==> src/sv/lgs_pkg.sv <==
// Shared types and constants for the toroidal Life grid stepper.
// No dependencies; imported by every module of the block.
package lgs_pkg;

    localparam int GRID_W  = 64;  // grid image width, bit row*8+col
    localparam int ROW_W   = 8;   // bits per row slot in the image
    localparam int COUNT_W = 6;   // half-grid live count
    localparam int POP_W   = 4;   // live cells in one row

    localparam logic OP_MARK = 1'b0;
    localparam logic OP_TICK = 1'b1;

    // Neighbor-count rules
    localparam logic [3:0] NBR_BIRTH = 4'd3;
    localparam logic [3:0] NBR_MIN   = 4'd2;
    localparam logic [3:0] NBR_MAX   = 4'd3;

    typedef enum logic [1:0] {
        ST_IDLE,
        ST_SCAN,
        ST_LOAD
    } t_state;

    typedef struct packed {
        logic busy;   // not taking transactions
        logic mark;   // queue a birth for the input cell
        logic apply;  // apply pending changes, clear counts
        logic scan;   // evaluate the current row
        logic load;   // write the result register
    } t_ctl;

endpackage

==> src/sv/toroidal_life_grid_stepper.sv <==
// Top level of the toroidal Life grid stepper: grid, pending-change masks,
// result register. Depends on lgs_pkg, lgs_ctrl and lgs_row_unit.

// Conway Life on a GRID_SIDE x GRID_SIDE torus (GRID_SIDE 4..8) with a
// map of pending changes. A mark transaction (op 0) queues a birth for
// cell (row, col), cancelling any queued death; marks outside the grid
// are dropped. It produces no result. A tick transaction (op 1) applies
// all queued births and deaths to the live grid at the accepting edge
// and clears the map, then one shared row evaluator walks the grid one
// row per cycle, queuing new births and deaths and counting live cells,
// and finally the result is loaded into the output register with the
// toggled phase bit. After a tick is accepted the input stays stalled
// through the scan of every row and the load state; the load waits
// while a previous result is still stalled at the output.
// Grid image bit row*8+col is a cell; bits of cells beyond GRID_SIDE read
// zero. Marks are accepted while an earlier result is still waiting.
module toroidal_life_grid_stepper #(
    parameter int GRID_SIDE = 8
) (
    input  logic                          i_clk,
    input  logic                          i_rst_n,
    // input channel
    input  logic                          i_valid,
    output logic                          o_stall,
    input  logic                          i_op,
    input  logic [2:0]                    i_col,
    input  logic [2:0]                    i_row,
    // result channel
    output logic                          o_valid,
    input  logic                          i_stall,
    output logic [lgs_pkg::GRID_W-1:0]    o_grid_image,
    output logic                          o_phase,
    output logic                          o_all_empty,
    output logic [lgs_pkg::COUNT_W-1:0]   o_top_count,
    output logic [lgs_pkg::COUNT_W-1:0]   o_bottom_count
);
    import lgs_pkg::*;

    localparam int RW = $clog2(GRID_SIDE);
    localparam logic [2:0]    SIDE_M1  = 3'(GRID_SIDE - 1);
    localparam logic [RW-1:0] LAST_ROW = RW'(GRID_SIDE - 1);
    localparam logic [RW-1:0] HALF_ROW = RW'(GRID_SIDE / 2);

    t_ctl          w_ctl;
    logic [RW-1:0] w_row;
    logic          w_out_busy;

    // live grid and pending changes (birth and death never both set)
    logic [GRID_W-1:0]  r_grid;
    logic [GRID_W-1:0]  r_birth;
    logic [GRID_W-1:0]  r_death;
    logic               r_phase;
    logic [COUNT_W-1:0] r_top, r_bottom;

    // result register
    logic               r_out_valid;
    logic [GRID_W-1:0]  r_out_grid;
    logic               r_out_phase;
    logic               r_out_empty;
    logic [COUNT_W-1:0] r_out_top, r_out_bottom;

    // row evaluator hookup
    logic [RW-1:0]      w_up_idx, w_dn_idx;
    logic [ROW_W-1:0]   w_up, w_cur, w_dn;
    logic [ROW_W-1:0]   w_birth_row, w_death_row;
    logic [POP_W-1:0]   w_pop;
    logic [5:0]         w_mark_bit;
    logic               w_mark_ok;

    assign w_out_busy = r_out_valid && i_stall;

    lgs_ctrl #(
        .GRID_SIDE (GRID_SIDE)
    ) u_ctrl (
        .i_clk      (i_clk),
        .i_rst_n    (i_rst_n),
        .i_valid    (i_valid),
        .i_op       (i_op),
        .i_out_busy (w_out_busy),
        .o_ctl      (w_ctl),
        .o_row      (w_row)
    );

    // wrap-around row neighbors
    assign w_up_idx = (w_row == '0) ? LAST_ROW : w_row - RW'(1);
    assign w_dn_idx = (w_row == LAST_ROW) ? '0 : w_row + RW'(1);

    assign w_up  = r_grid[{3'(w_up_idx), 3'b000} +: ROW_W];
    assign w_cur = r_grid[{3'(w_row),    3'b000} +: ROW_W];
    assign w_dn  = r_grid[{3'(w_dn_idx), 3'b000} +: ROW_W];

    lgs_row_unit #(
        .GRID_SIDE (GRID_SIDE)
    ) u_row_unit (
        .i_up    (w_up),
        .i_cur   (w_cur),
        .i_dn    (w_dn),
        .o_birth (w_birth_row),
        .o_death (w_death_row),
        .o_pop   (w_pop)
    );

    assign w_mark_bit = {i_row, i_col};
    assign w_mark_ok  = (i_row <= SIDE_M1) && (i_col <= SIDE_M1);

    // grid state
    always_ff @(posedge i_clk) begin
        if (!i_rst_n) begin
            r_grid  <= '0;
            r_birth <= '0;
            r_death <= '0;
            r_phase <= 1'b0;
        end else begin
            if (w_ctl.mark && w_mark_ok) begin
                r_birth[w_mark_bit] <= 1'b1;
                r_death[w_mark_bit] <= 1'b0;
            end
            if (w_ctl.apply) begin
                r_grid  <= (r_grid | r_birth) & ~r_death;
                r_birth <= '0;
                r_death <= '0;
            end
            // each row is rewritten once per scan, after the clear
            if (w_ctl.scan) begin
                r_birth[{3'(w_row), 3'b000} +: ROW_W] <= w_birth_row;
                r_death[{3'(w_row), 3'b000} +: ROW_W] <= w_death_row;
            end
            if (w_ctl.load) begin
                r_phase <= ~r_phase;
            end
        end
    end

    // half-grid live counts, built up row by row
    always_ff @(posedge i_clk) begin
        if (w_ctl.apply) begin
            r_top    <= '0;
            r_bottom <= '0;
        end else if (w_ctl.scan) begin
            if (w_row < HALF_ROW) begin
                r_top <= r_top + COUNT_W'(w_pop);
            end else begin
                r_bottom <= r_bottom + COUNT_W'(w_pop);
            end
        end
    end

    // result register
    always_ff @(posedge i_clk) begin
        if (!i_rst_n) begin
            r_out_valid <= 1'b0;
        end else if (w_ctl.load) begin
            r_out_valid <= 1'b1;
        end else if (!i_stall) begin
            r_out_valid <= 1'b0;
        end
    end

    always_ff @(posedge i_clk) begin
        if (w_ctl.load) begin
            r_out_grid   <= r_grid;
            r_out_phase  <= ~r_phase;
            r_out_empty  <= (r_grid == '0);
            r_out_top    <= r_top;
            r_out_bottom <= r_bottom;
        end
    end

    assign o_stall        = w_ctl.busy;
    assign o_valid        = r_out_valid;
    assign o_grid_image   = r_out_grid;
    assign o_phase        = r_out_phase;
    assign o_all_empty    = r_out_empty;
    assign o_top_count    = r_out_top;
    assign o_bottom_count = r_out_bottom;

endmodule

==> src/sv/lgs_row_unit.sv <==
// Shared row evaluator: neighbor counts, new marks and popcount for one row.
// Depends on lgs_pkg.
module lgs_row_unit #(
    parameter int GRID_SIDE = 8
) (
    input  logic [lgs_pkg::ROW_W-1:0] i_up,
    input  logic [lgs_pkg::ROW_W-1:0] i_cur,
    input  logic [lgs_pkg::ROW_W-1:0] i_dn,
    output logic [lgs_pkg::ROW_W-1:0] o_birth,
    output logic [lgs_pkg::ROW_W-1:0] o_death,
    output logic [lgs_pkg::POP_W-1:0] o_pop
);
    import lgs_pkg::*;

    genvar c;
    for (c = 0; c < ROW_W; c++) begin : g_cell
        if (c < GRID_SIDE) begin : g_in
            localparam int L = (c == 0) ? GRID_SIDE - 1 : c - 1;
            localparam int R = (c == GRID_SIDE - 1) ? 0 : c + 1;
            logic [3:0] w_n;

            assign w_n = 4'(i_up[L]) + 4'(i_up[c]) + 4'(i_up[R])
                       + 4'(i_cur[L]) + 4'(i_cur[R])
                       + 4'(i_dn[L]) + 4'(i_dn[c]) + 4'(i_dn[R]);
            assign o_birth[c] = (w_n == NBR_BIRTH) && !i_cur[c];
            assign o_death[c] = i_cur[c] && ((w_n < NBR_MIN) || (w_n > NBR_MAX));
        end else begin : g_out
            assign o_birth[c] = 1'b0;
            assign o_death[c] = 1'b0;
        end
    end

    // cells beyond the grid side are always dead
    assign o_pop = POP_W'($countones(i_cur));

endmodule

==> src/sv/lgs_ctrl.sv <==
// Sequencer: takes transactions, steps the row evaluator over the grid,
// and hands the result to the output register. Depends on lgs_pkg.
module lgs_ctrl #(
    parameter int GRID_SIDE = 8,
    localparam int RW = $clog2(GRID_SIDE)
) (
    input  logic                i_clk,
    input  logic                i_rst_n,
    input  logic                i_valid,
    input  logic                i_op,
    input  logic                i_out_busy,
    output lgs_pkg::t_ctl       o_ctl,
    output logic [RW-1:0]       o_row
);
    import lgs_pkg::*;

    localparam logic [RW-1:0] LAST_ROW = RW'(GRID_SIDE - 1);

    t_state        r_state, n_state;
    logic [RW-1:0] r_row, n_row;

    always_ff @(posedge i_clk) begin
        if (!i_rst_n) begin
            r_state <= ST_IDLE;
            r_row   <= '0;
        end else begin
            r_state <= n_state;
            r_row   <= n_row;
        end
    end

    always_comb begin
        n_state = r_state;
        n_row   = r_row;
        o_ctl   = '0;
        case (r_state)
            ST_IDLE: begin
                if (i_valid) begin
                    if (i_op == OP_MARK) begin
                        o_ctl.mark = 1'b1;
                    end else begin
                        o_ctl.apply = 1'b1;
                        n_row       = '0;
                        n_state     = ST_SCAN;
                    end
                end
            end
            ST_SCAN: begin
                o_ctl.busy = 1'b1;
                o_ctl.scan = 1'b1;
                if (r_row == LAST_ROW) begin
                    n_state = ST_LOAD;
                end else begin
                    n_row = r_row + RW'(1);
                end
            end
            ST_LOAD: begin
                o_ctl.busy = 1'b1;
                if (!i_out_busy) begin
                    o_ctl.load = 1'b1;
                    n_state    = ST_IDLE;
                end
            end
            default: begin
                n_state = ST_IDLE;
            end
        endcase
    end

    assign o_row = r_row;

endmodule

==> config.mk <==
export PLATFORM = sky130hd
export DESIGN_NAME = toroidal_life_grid_stepper
export DESIGN_NICKNAME = d
export VERILOG_FILES = /design/src/sv/lgs_pkg.sv /design/src/sv/toroidal_life_grid_stepper.sv /design/src/sv/lgs_row_unit.sv /design/src/sv/lgs_ctrl.sv
export SDC_FILE = /design/constraint.sdc
export NUM_CORES = 1
export LEC_CHECK = 0
export BUFFER_PORTS_ARGS = -buffer_cell sky130_fd_sc_hd__clkbuf_2
export CAP_MARGIN = 15
export CELL_PAD_IN_SITES_DETAIL_PLACEMENT = 0
export CELL_PAD_IN_SITES_GLOBAL_PLACEMENT = 1
export CORE_ASPECT_RATIO = 1.5
export CORE_MARGIN = 4
export CORE_UTILIZATION = 50
export CTS_CLUSTER_DIAMETER = 30
export DETAILED_ROUTE_END_ITERATION = 16
export PLACE_DENSITY = 0.94
export SLEW_MARGIN = 10
export SYNTH_ARGS = -nofsm -noshare
export SYNTH_HDL_FRONTEND = slang
export SYNTH_HIERARCHICAL = 1
export SYNTH_SLANG_ARGS = --single-unit
==> constraint.sdc <==
create_clock -name i_clk -period 12.68 [get_ports i_clk]
set_clock_uncertainty 0.05 [all_clocks]
set_input_delay 1.268 -clock i_clk [delete_from_list [all_inputs] [get_ports i_clk]]
set_output_delay 1.268 -clock i_clk [all_outputs]
set_load 0.03 [all_outputs]
==> metrics.log, run 1 <==
[metrics] diode insertion count for antenna repair: 0
[metrics] capturing element type of the critical path: flop
[metrics] cell with the largest stage delay on the worst path: sky130_fd_sc_hd__dfxtp_1
[metrics] post-route cell area: ~17000 um2
[metrics] floorplan die area: 33400 um2
[metrics] number of routed nets with antenna violations: 0
[metrics] Worst Setup EP: r_birth[11]
[metrics] f_max: 0.138 GHz
[metrics] Worst-Margin Slew: 1120 ps
[metrics] final weighted congestion in routability-driven placement: between 0.9 and 1
[metrics] HPWL after DPL: 35400 um
[metrics] count of standard-cell rows: 78
[metrics] Cell variety after synth: 75
[metrics] crit start category: flop
[metrics] Inserted Clock Buffers: 44
[metrics] Die Width: 150 um
[metrics] Starting DRT DRC Count: roughly 1400
[metrics] Post-CTS Resized: 0
[metrics] Port Buffer Count: 90
[metrics] number of standard cells after synthesis: 1588
[metrics] initial antenna violation count: 0
[metrics] Post-CTS Repair Setup Buffers: 0
[metrics] initial cell density of the core: around half
[metrics] share of the synthesized area in the top cell type: 27.7%
[metrics] Min-Delay Path Class: flop to flop
[metrics] met1 Usage GRT: 34.3%
[metrics] worst skew pair latency: 550 ps
[metrics] timing startpoint of the critical path: u_ctrl/o_row[1]
[metrics] most numerous cell in the Yosys netlist: sky130_fd_sc_hd__nand2_1
[metrics] chain of cells forming the critical path: inv_1 -> ha_1 -> ha_1 -> nor2b_2 -> buf_4 -> mux4_2 -> mux2_2 -> inv_1 -> fa_1 -> fa_1 -> fa_1 -> inv_1 -> ha_1 -> inv_1 -> fa_1 -> or4b_1 -> o32ai_1 -> nand2_1 -> o22ai_1
[metrics] worst hold slack across all endpoints: between 400 and 500 ps
[metrics] critical setup path kind: flop to flop
[metrics] Setup Total Neg Slack: 0 ps
[metrics] launch instance of the worst register-to-register path: u_ctrl/o_row[1]
[metrics] height of the die: 222 um
[metrics] sequential fraction of the synthesis area: between 40% and 50%
[metrics] drt first pass iters: 6
[metrics] mean post-synth cell area: 9.59 um2
[metrics] Cell Area, Synth: about 15000 um2
[metrics] largest buffer count on any clock path: 3
[metrics] core outline area: just over 30000 um2
[metrics] data arrival time of the critical path: approximately 7700 ps
[metrics] H-tree depth: 2
[metrics] Req. time, crit path: 13090 ps
[metrics] Seq cells post-synth: around 290
[metrics] setup slack of the most critical reg-to-reg path: roughly 5400 ps
[metrics] Finish-stage setup viols: 0
[metrics] warning count from the yosys run: 6
[metrics] worst-case vdd ir drop: around 95 uV
[metrics] reported leakage power: 6.38 nW
[metrics] count of final hold-check violations: 0
[metrics] first-pass GRT wire length: 75500 um
[metrics] routed vias: 12900
[metrics] CTS clk-pin slew, worst paths: 60 ps
[metrics] reported max-cap violation count: 0
[metrics] relative slew slack: 25.3%
[metrics] I/O Pins: 91
[metrics] root buffer cell: sky130_fd_sc_hd__clkbuf_16
[metrics] worst stage delay on the critical path: 1010 ps
[metrics] number of sinks handled by clock tree synthesis: 289
[metrics] routed via count divided by cell count: 6.23
[metrics] Mapped Nets: 1687
[metrics] leading cell types by total area after synthesis: sky130_fd_sc_hd__dfxtp_1 (28%), sky130_fd_sc_hd__edfxtp_1 (15%), sky130_fd_sc_hd__nand2_1 (7.5%)
[metrics] number of enable flip-flop cells after synthesis: 78
[metrics] fraction of layout cells with a size suffix above 1: around 17%
[metrics] cell accounting for the most synthesized area: sky130_fd_sc_hd__dfxtp_1
[metrics] Hold Buf Count CTS: 0
[metrics] worst reg2reg path depth: 19
[metrics] met3 Use GR: 4.83%
[metrics] Routed WL per cell: approximately 24 um
[metrics] Final Cycle Share: 57.3%
[metrics] proportion of register bits with asynchronous set or reset after synthesis: 0%
[metrics] area added between synthesis and finish: 14.4%
[metrics] overall fraction of global-route tracks in use: 29.8%
[metrics] final count of pins violating max slew: 0
[metrics] run status: finished, final reports clean
[metrics] WL final: 50200 um
[metrics] ranking of synthesized cells by instance count: sky130_fd_sc_hd__nand2_1 (303), sky130_fd_sc_hd__dfxtp_1 (211), sky130_fd_sc_hd__a21oi_1 (139), sky130_fd_sc_hd__inv_1 (87), sky130_fd_sc_hd__nor2_1 (86)
[metrics] overall overflow remaining after global route: 0
[metrics] areal power density over the cells: 148 nW/um2
[metrics] pin count of the biggest net entering global routing: 99
[metrics] clock tree from TritonCTS: yes
[metrics] M2 GR Usage: 48.4%
[metrics] # nets final: around 1700
[metrics] R2R Path End: r_birth[11]
[metrics] time the worst path needs with I/O delays and setup: between 7000 and 8000 ps
[metrics] crit-path max FO: 23
[metrics] DRC violations left: 0
[metrics] dpl cell area: 15900 um2
[metrics] commonest register cell after synthesis: sky130_fd_sc_hd__dfxtp_1
[metrics] number of global-route vias before repair: 12700
[metrics] layer carrying the most global-route usage: met2
[metrics] RSZ-0062 raised after global routing: no
## placed cells by master (no fill, tap or decap), drive strengths merged, types with 18 or more instances in the layout
master / Yosys / routed
fa: 38 / 38
nand4b: 39 / 39
nand3: 35 / 35
dfxtp: 211 / 211
a21oi: 139 / 139
ha: 50 / 50
nand2: 303 / 303
buf: 32 / 23
clkbuf: 80 / 142
inv: 87 / 96
nor2: 86 / 86
or3: 22 / 22
edfxtp: 78 / 78
nor4: 18 / 18
o22ai: 63 / 63
mux4: 43 / 43
a21boi: 61 / 61
## routing by layer
layer	vias up	part of all wire [%]
met5	-	0
met4	0	9.9
met3	223	7.4
met2	714	48
met1	6213	35
li1	5736	-
## worst max-delay path: cells and delay by family (launching register included)
family / cells / cell delay [ps]
AO/OA/AOI/OAI: 2 / 790
adder cells (fa/ha/maj): 7 / 2580
buffers and inverters: 5 / 790
AND/OR/NAND/NOR: 3 / 1080
flip-flops: 1 / 1010
multiplexers: 2 / 860
## report_power, final
| group | internal [mW] | switching, mW | leakage [nW] | total, mW |
|---|---|---|---|---|
| clock | 0.743 | 0.465 | 0.711 | 1.21 |
| sequential | 0.989 | 0.0141 | 2.41 | 1.00 |
| combinational | 0.104 | 0.263 | 3.26 | 0.367 |
## cell families after synthesis
kind of cell / Yosys count / synth area share (%)
AO/OA/AOI/OAI: 320 / 13.4
XOR/XNOR: 7 / 0.403
adder cells (fa/ha/maj): 88 / 9.11
buffers and inverters: 200 / 5.26
flip-flops: 289 / 43.1
multiplexers: 64 / 7.84
AND/OR/NAND/NOR: 620 / 20.8
## per-stage QoR
step                setup slack [ps]  power (mW)  instances  util (%)
floorplan                       6300        1.29       1588         -
global placement                5910        1.38       1988      52.8
detailed placement              5600        1.38       1988      52.8
CTS                             5570        2.58       2069      57.8
global route                    5250        2.66       2069      57.8
finish                          5420        2.58       2069      57.8
## worst min path at each step
stage | slack (ps) | endpoint | depth (start not counted) | start
2_1_floorplan | 380 | o_bottom_count[5] | 0 | r_bottom[5]
5_1_grt | 430 | r_death[63] | 2 | r_death[63]
6_report | 410 | o_bottom_count[5] | 0 | r_bottom[5]
3_5_place_dp | 400 | o_bottom_count[5] | 0 | r_bottom[5]
4_1_cts | 410 | o_bottom_count[5] | 0 | r_bottom[5]
3_3_place_gp | 400 | r_death[31] | 2 | r_death[31]
## registers in the layout (all words and copies together), names as in the netlist, 2 cells and up
signal	flops
r_bottom	6
r_death	64
u_ctrl/r_state	2
r_birth	64
r_grid	64
o_top_count	6
o_grid_image	64
o_bottom_count	6
u_ctrl/o_row	3
r_top	6
## area by class of cell
cell class	instances	area (um2)
fill	2554	12700
clock inverter	28	297
tap	400	500
inverter	88	330
timing repair buffer	112	618
sequential	289	6570
multi-input combinational	1099	7920
clock buffer	53	1190
Note: power is estimated with default switching activity, not from simulation.
==> inputs of run 2 (changes only) <==
- CORE_UTILIZATION: 50 -> 48
- PLACE_DENSITY: 0.94 -> 0.91
- clock period: 12.68 -> 7.2 ns (I/O delays scaled with it)
==> metrics.log, run 2 (same netlist as run 1, synthesis figures left out) <==
[metrics] run status: finished, final reports clean
[metrics] Setup Total Neg Slack: 0 ps (unchanged)
[metrics] relative slew slack: 27.0% (+1.8 points)
[metrics] reported max-cap violation count: 0 (unchanged)
[metrics] WL final: 50300 um (+0.16%)
[metrics] floorplan die area: 34700 um2 (+4.0%)
[metrics] Post-CTS Repair Setup Buffers: 0 (unchanged)
[metrics] Final Cycle Share: 89.4% (+32 points)
[metrics] final setup slack of the worst path: 762 ps (-4660 ps)
[metrics] most common cell after layout, fill and taps aside: sky130_fd_sc_hd__nand2_1
[metrics] final count of pins violating max slew: 0 (unchanged)
[metrics] # nets final: 1738 (+0.29%)
[metrics] routed via count divided by cell count: 6.17 (-0.94%)
[metrics] Port Buffer Count: 90 (unchanged)
[metrics] areal power density over the cells: 268 nW/um2 (+81%)
[metrics] crit start category: flop
[metrics] I/O Pins: 91 (unchanged)
[metrics] f_max: 0.155 GHz (+13%)
[metrics] most frequent cells in the layout: sky130_fd_sc_hd__nand2_1 (303), sky130_fd_sc_hd__dfxtp_1 (210), sky130_fd_sc_hd__a21oi_1 (139)
[metrics] number of routed nets with antenna violations: 0 (unchanged)
[metrics] worst-case vdd ir drop: 188 uV (+97%)
[metrics] first-pass GRT wire length: 75800 um (+0.37%)
[metrics] Min-Delay Path Class: flop to flop
[metrics] reported leakage power: 6.48 nW (+1.7%)
[metrics] Endpoint, Worst Hold: r_death[25]
[metrics] H-tree depth: 2 (unchanged)
[metrics] clock tree from TritonCTS: yes
[metrics] root buffer cell: sky130_fd_sc_hd__clkbuf_16
[metrics] Worst-Margin Slew: 1090 ps (-25.5 ps)
[metrics] Routed WL per cell: 24.2 um (-0.37%)
[metrics] Post-CTS Resized: 0 (unchanged)
[metrics] initial cell density of the core: 48.9% (-1.6 points)
[metrics] CTS clk-pin slew, worst paths: 60 ps (about the same)
[metrics] area added between synthesis and finish: 15.7%
[metrics] critical setup path kind: flop to flop
[metrics] worst hold start: r_death[25]
[metrics] number of global-route vias before repair: 12800 (+0.35%)
[metrics] core outline area: 31100 um2 (+3.2%)
[metrics] Finish-stage setup viols: 0 (unchanged)
[metrics] worst slack at placement: 843 ps (-4760 ps)
[metrics] R2R Path End: r_birth[11]
[metrics] dpl cell area: 15900 um2 (about the same)
[metrics] overall fraction of global-route tracks in use: 28.4% (-1.4 points)
[metrics] worst skew pair latency: 560 ps (about the same)
[metrics] total placed cells including tap cells: 1996 (+0.40%)
[metrics] time the worst path needs with I/O delays and setup: 6440 ps (-824 ps)
[metrics] Starting DRT DRC Count: 1377 (-4.6%)
[metrics] drt first pass iters: 5 (-1)
[metrics] height of the die: 226 um (+2.0%)
[metrics] post-route cell area: 17600 um2 (+1.1%)
[metrics] DRC violations left: 0 (unchanged)
[metrics] number of cells in the finished layout apart from fillers: 2080 (+0.53%)
[metrics] Req. time, crit path: 7620 ps (-5470 ps)
[metrics] diode insertion count for antenna repair: 0 (unchanged)
[metrics] Hold Buf Count CTS: 0 (unchanged)
[metrics] data arrival time of the critical path: 6860 ps (-810 ps)
[metrics] routed vias: 12800 (-0.41%)
[metrics] initial antenna violation count: 0 (unchanged)
[metrics] pin count of the biggest net entering global routing: 97 (-2.0%)
[metrics] setup slack of the most critical reg-to-reg path: 760 ps (-4660 ps)
[metrics] worst hold path cell count: 2 (+2)
[metrics] count of final hold-check violations: 0 (unchanged)
[metrics] Inserted Clock Buffers: 45 (+2.3%)
[metrics] launch instance of the worst register-to-register path: u_ctrl/o_row[0]
[metrics] worst reg2reg path depth: 17 (-2)
[metrics] number of sinks handled by clock tree synthesis: 289 (unchanged)
[metrics] count of standard-cell rows: 79 (+1.3%)
[metrics] fraction of layout cells with a size suffix above 1: 17.2% (+0.42 points)
[metrics] final weighted congestion in routability-driven placement: 1.00 (+0.22%)
[metrics] Final Util: 56.5% (-1.2 points)
[metrics] largest buffer count on any clock path: 3 (unchanged)
[metrics] crit-path max FO: 38 (+65%)
[metrics] Die Width: 153 um (+2.0%)
[metrics] overall overflow remaining after global route: 0 (unchanged)
[metrics] HPWL after DPL: 35400 um (-0.10%)
[metrics] capturing element type of the critical path: flop
[metrics] Fillers: 2659 (+4.1%)
[metrics] RSZ-0062 raised after global routing: no
## run 2: changes by cell type in the layout (fill, tap and decap cells not counted), moves of 2 or more
cell	before	now
sky130_fd_sc_hd__bufinv_16	3	6
sky130_fd_sc_hd__inv_8	1	3
sky130_fd_sc_hd__o32ai_2	6	4
sky130_fd_sc_hd__buf_4	23	26
sky130_fd_sc_hd__clkinvlp_4	5	2
sky130_fd_sc_hd__o32ai_1	2	4
sky130_fd_sc_hd__clkbuf_1	6	2
## run 2: critical path, stage by stage (launching register included)
cell and delay, ps:
sky130_fd_sc_hd__dfxtp_2 330, sky130_fd_sc_hd__buf_4 470, sky130_fd_sc_hd__ha_1 390, sky130_fd_sc_hd__ha_1 740
sky130_fd_sc_hd__mux4_2 610, sky130_fd_sc_hd__mux2_2 320, sky130_fd_sc_hd__inv_1 140, sky130_fd_sc_hd__fa_1 430
sky130_fd_sc_hd__fa_1 500, sky130_fd_sc_hd__inv_1 40, sky130_fd_sc_hd__ha_1 200, sky130_fd_sc_hd__inv_1 80
sky130_fd_sc_hd__fa_1 450, sky130_fd_sc_hd__or4b_1 530, sky130_fd_sc_hd__o32ai_1 260, sky130_fd_sc_hd__buf_4 180
sky130_fd_sc_hd__nand2_1 300, sky130_fd_sc_hd__o22ai_1 300
## run 2: how the worst max path moves through the flow
stage               startpoint          end  cells after the start
2_1_floorplan  u_ctrl/o_row[1]  r_death[14]                     23
3_3_place_gp   u_ctrl/o_row[0]  r_birth[11]                     17
3_5_place_dp   u_ctrl/o_row[2]  r_birth[23]                     18
4_1_cts        u_ctrl/o_row[2]  r_birth[23]                     18
5_1_grt        u_ctrl/o_row[2]  r_birth[23]                     18
6_report       u_ctrl/o_row[0]  r_birth[11]                     17
## run 2: power by group
group	total [mW]	internal (mW)	switching [mW]
logic	0.646	0.183	0.463
registers	1.77	1.74	0.0254
clock network	2.31	1.46	0.849
total	4.72	3.39	1.34
## run 2: metal layers
layer	GRT usage [%]	wire length [um]	vias to the layer above
li1	-	-	5755
met1	32.1	17500	6174
met2	46.8	23700	671
met3	4.43	3780	233
met4	24.8	5290	0
met5	0	0	-
## run 2: final cells by class
| cell class | count | area [um2] | area share [%] |
|---|---|---|---|
| clock inverter | 32 | 433 | 2.46 |
| inverter | 88 | 330 | 1.88 |
| multi-input combinational | 1099 | 7900 | 44.9 |
| tap | 405 | 507 | 2.88 |
| clock buffer | 51 | 1210 | 6.88 |
| sequential | 289 | 6570 | 37.3 |
| timing repair buffer | 116 | 652 | 3.70 |
## run 2: through the flow
stage          power (mW)  hold WS [ps]
4_1_cts              4.74           413
3_3_place_gp         2.43           392
5_1_grt              4.86           433
2_1_floorplan        2.27           382
3_5_place_dp         2.44           402
6_report             4.72           413
==> inputs of run 3 (changes only) <==
- BUFFER_PORTS_ARGS: -buffer_cell sky130_fd_sc_hd__clkbuf_2 -> -buffer_cell sky130_fd_sc_hd__buf_2
==> metrics.log, run 3 (same netlist as run 1, synthesis figures left out) <==
[metrics] number of cells in the finished layout apart from fillers: 2078 (-0.096%)
[metrics] RSZ-0062 raised after global routing: no
[metrics] HPWL after DPL: 35200 um (-0.44%)
[metrics] critical setup path kind: flop to flop
[metrics] number of global-route vias before repair: 12600 (-1.3%)
[metrics] worst reg2reg path depth: 19 (+2)
[metrics] number of sinks handled by clock tree synthesis: 289 (unchanged)
[metrics] crit start category: flop
[metrics] core outline area: 31100 um2 (unchanged)
[metrics] total placed cells including tap cells: 1996 (unchanged)
[metrics] initial cell density of the core: 48.9% (unchanged)
[metrics] worst hold path cell count: 0 (-2)
[metrics] reported leakage power: 6.32 nW (-2.5%)
[metrics] DRC violations left: 0 (unchanged)
[metrics] clock tree from TritonCTS: yes
[metrics] cell with the most instances on the worst path: sky130_fd_sc_hd__fa_1
[metrics] count of final hold-check violations: 0 (unchanged)
[metrics] Crit path max-delay family: adder cells
[metrics] I/O Pins: 91 (unchanged)
[metrics] run status: finished, final reports clean
[metrics] Post-CTS Repair Setup Buffers: 0 (unchanged)
[metrics] cell with the largest stage delay on the worst path: sky130_fd_sc_hd__mux4_2
[metrics] routed via count divided by cell count: 6.21 (+0.71%)
[metrics] overall overflow remaining after global route: 0 (unchanged)
[metrics] Worst-Margin Slew: 955 ps (-135 ps)
[metrics] CTS clk-pin slew, worst paths: 60 ps (about the same)
[metrics] first-pass GRT wire length: 76600 um (+1.1%)
[metrics] final weighted congestion in routability-driven placement: 0.954 (-4.7%)
[metrics] data arrival time of the critical path: 6840 ps (-20 ps)
[metrics] overall fraction of global-route tracks in use: 28.8% (+0.40 points)
[metrics] worst stage delay on the critical path: 550 ps (-190 ps)
[metrics] chain of cells forming the critical path: clkinv_1 -> ha_1 -> nor2b_2 -> buf_4 -> mux4_2 -> mux2_2 -> inv_1 -> fa_1 -> fa_1 -> fa_1 -> inv_1 -> ha_1 -> inv_1 -> fa_1 -> or4b_1 -> o32ai_1 -> buf_4 -> nand2_1 -> o22ai_1
[metrics] R2R Path End: r_birth[19]
[metrics] root buffer cell: sky130_fd_sc_hd__clkbuf_16
[metrics] areal power density over the cells: 254 nW/um2 (-5.4%)
[metrics] Endpoint, Worst Hold: o_bottom_count[5]
[metrics] capturing element type of the critical path: flop
[metrics] most frequent cells in the layout: sky130_fd_sc_hd__nand2_1 (303), sky130_fd_sc_hd__dfxtp_1 (210), sky130_fd_sc_hd__a21oi_1 (139)
[metrics] Final Cycle Share: 89.3% (-0.10 points)
[metrics] count of standard-cell rows: 79 (unchanged)
[metrics] Die Width: 153 um (unchanged)
[metrics] Min-Delay Path Class: flop to flop
[metrics] initial antenna violation count: 0 (unchanged)
[metrics] H-tree depth: 2 (unchanged)
[metrics] drt first pass iters: 6 (+1)
[metrics] fraction of layout cells with a size suffix above 1: 16.8% (-0.39 points)
[metrics] Hold Buf Count CTS: 0 (unchanged)
[metrics] Port Buffer Count: 90 (unchanged)
[metrics] relative slew slack: 36.4% (+9.3 points)
[metrics] worst hold start: r_bottom[5]
[metrics] final count of pins violating max slew: 0 (unchanged)
[metrics] Setup Total Neg Slack: 0 ps (unchanged)
[metrics] area added between synthesis and finish: 13.9%
[metrics] f_max: 0.155 GHz (+0.11%)
[metrics] Routed WL per cell: 24.4 um (+0.91%)
[metrics] number of routed nets with antenna violations: 0 (unchanged)
[metrics] crit-path max FO: 17 (-55%)
[metrics] Req. time, crit path: 7610 ps (about the same)
[metrics] setup slack of the most critical reg-to-reg path: 770 ps (about the same)
[metrics] largest buffer count on any clock path: 3 (unchanged)
[metrics] Post-CTS Resized: 0 (unchanged)
[metrics] time the worst path needs with I/O delays and setup: 6430 ps (-7.23 ps)
[metrics] floorplan die area: 34700 um2 (unchanged)
[metrics] reported max-cap violation count: 0 (unchanged)
[metrics] Starting DRT DRC Count: 1623 (+18%)
[metrics] Inserted Clock Buffers: 44 (-2.2%)
[metrics] Fillers: 2723 (+2.4%)
[metrics] # nets final: 1737 (-0.058%)
[metrics] routed vias: 12900 (+0.62%)
[metrics] worst skew pair latency: 560 ps (about the same)
[metrics] worst-case vdd ir drop: 139 uV (-26%)
[metrics] launch instance of the worst register-to-register path: u_ctrl/o_row[2]
[metrics] pin count of the biggest net entering global routing: 93 (-4.1%)
[metrics] total buffers and inverters traversed by the critical path: 6 (+1)
[metrics] Finish-stage setup viols: 0 (unchanged)
[metrics] most common cell after layout, fill and taps aside: sky130_fd_sc_hd__nand2_1
[metrics] WL final: 50700 um (+0.82%)
[metrics] height of the die: 226 um (unchanged)
==> run 3: report_power, final <==
group          switching [mW]  leakage, nW  internal, mW
Clock                   0.800        0.661          1.18
Combinational           0.466         3.25         0.185
Sequential             0.0231         2.41          1.74
Total                    1.29         6.32          3.11
==> run 3: layer usage <==
metal	GRT usage (%)	up-vias	routed length [um]	share of wire (%)
met1	33.6	6217	17500	35
met2	48.3	700	24400	48
met4	21.2	0	4650	9.2
met5	0	-	0	0
met3	4.37	233	4120	8.1
li1	-	5762	-	-
==> run 3: cell type report <==
cell class	count	area, um2	share of cell area, %
well taps	405	507	2.92
flip-flops and latches	289	6570	37.9
clock buffers	48	1130	6.50
repair buffers	116	648	3.74
inverters	88	330	1.91
clock inverters	32	253	1.46
diodes	1	2.50	0.0144
multi-input cells	1099	7900	45.6
==> run 3: how the worst max path moves through the flow <==
stage,startpoint,endpoint,depth (start not counted)
6_report,u_ctrl/o_row[2],r_birth[19],19
5_1_grt,u_ctrl/o_row[2],r_birth[26],18
4_1_cts,u_ctrl/o_row[2],r_birth[15],18
3_5_place_dp,u_ctrl/o_row[2],r_birth[31],18
3_3_place_gp,u_ctrl/o_row[2],r_birth[14],18
2_1_floorplan,u_ctrl/o_row[1],r_death[14],23
==> run 3: per-stage QoR <==
step | utilization [%] | power, mW | setup slack [ps] | area (um2) | hold slack (ps)
after floorplan | - | 2.27 | 820 | 15200 | 382
final | 55.7 | 4.40 | 769 | 17300 | 400
after detailed placement | 51.2 | 2.44 | 924 | 15900 | 401
after CTS | 55.6 | 4.42 | 893 | 17300 | 397
after global routing | 55.7 | 4.54 | 586 | 17300 | 419
after global placement | 51.2 | 2.43 | 1110 | 15900 | 392
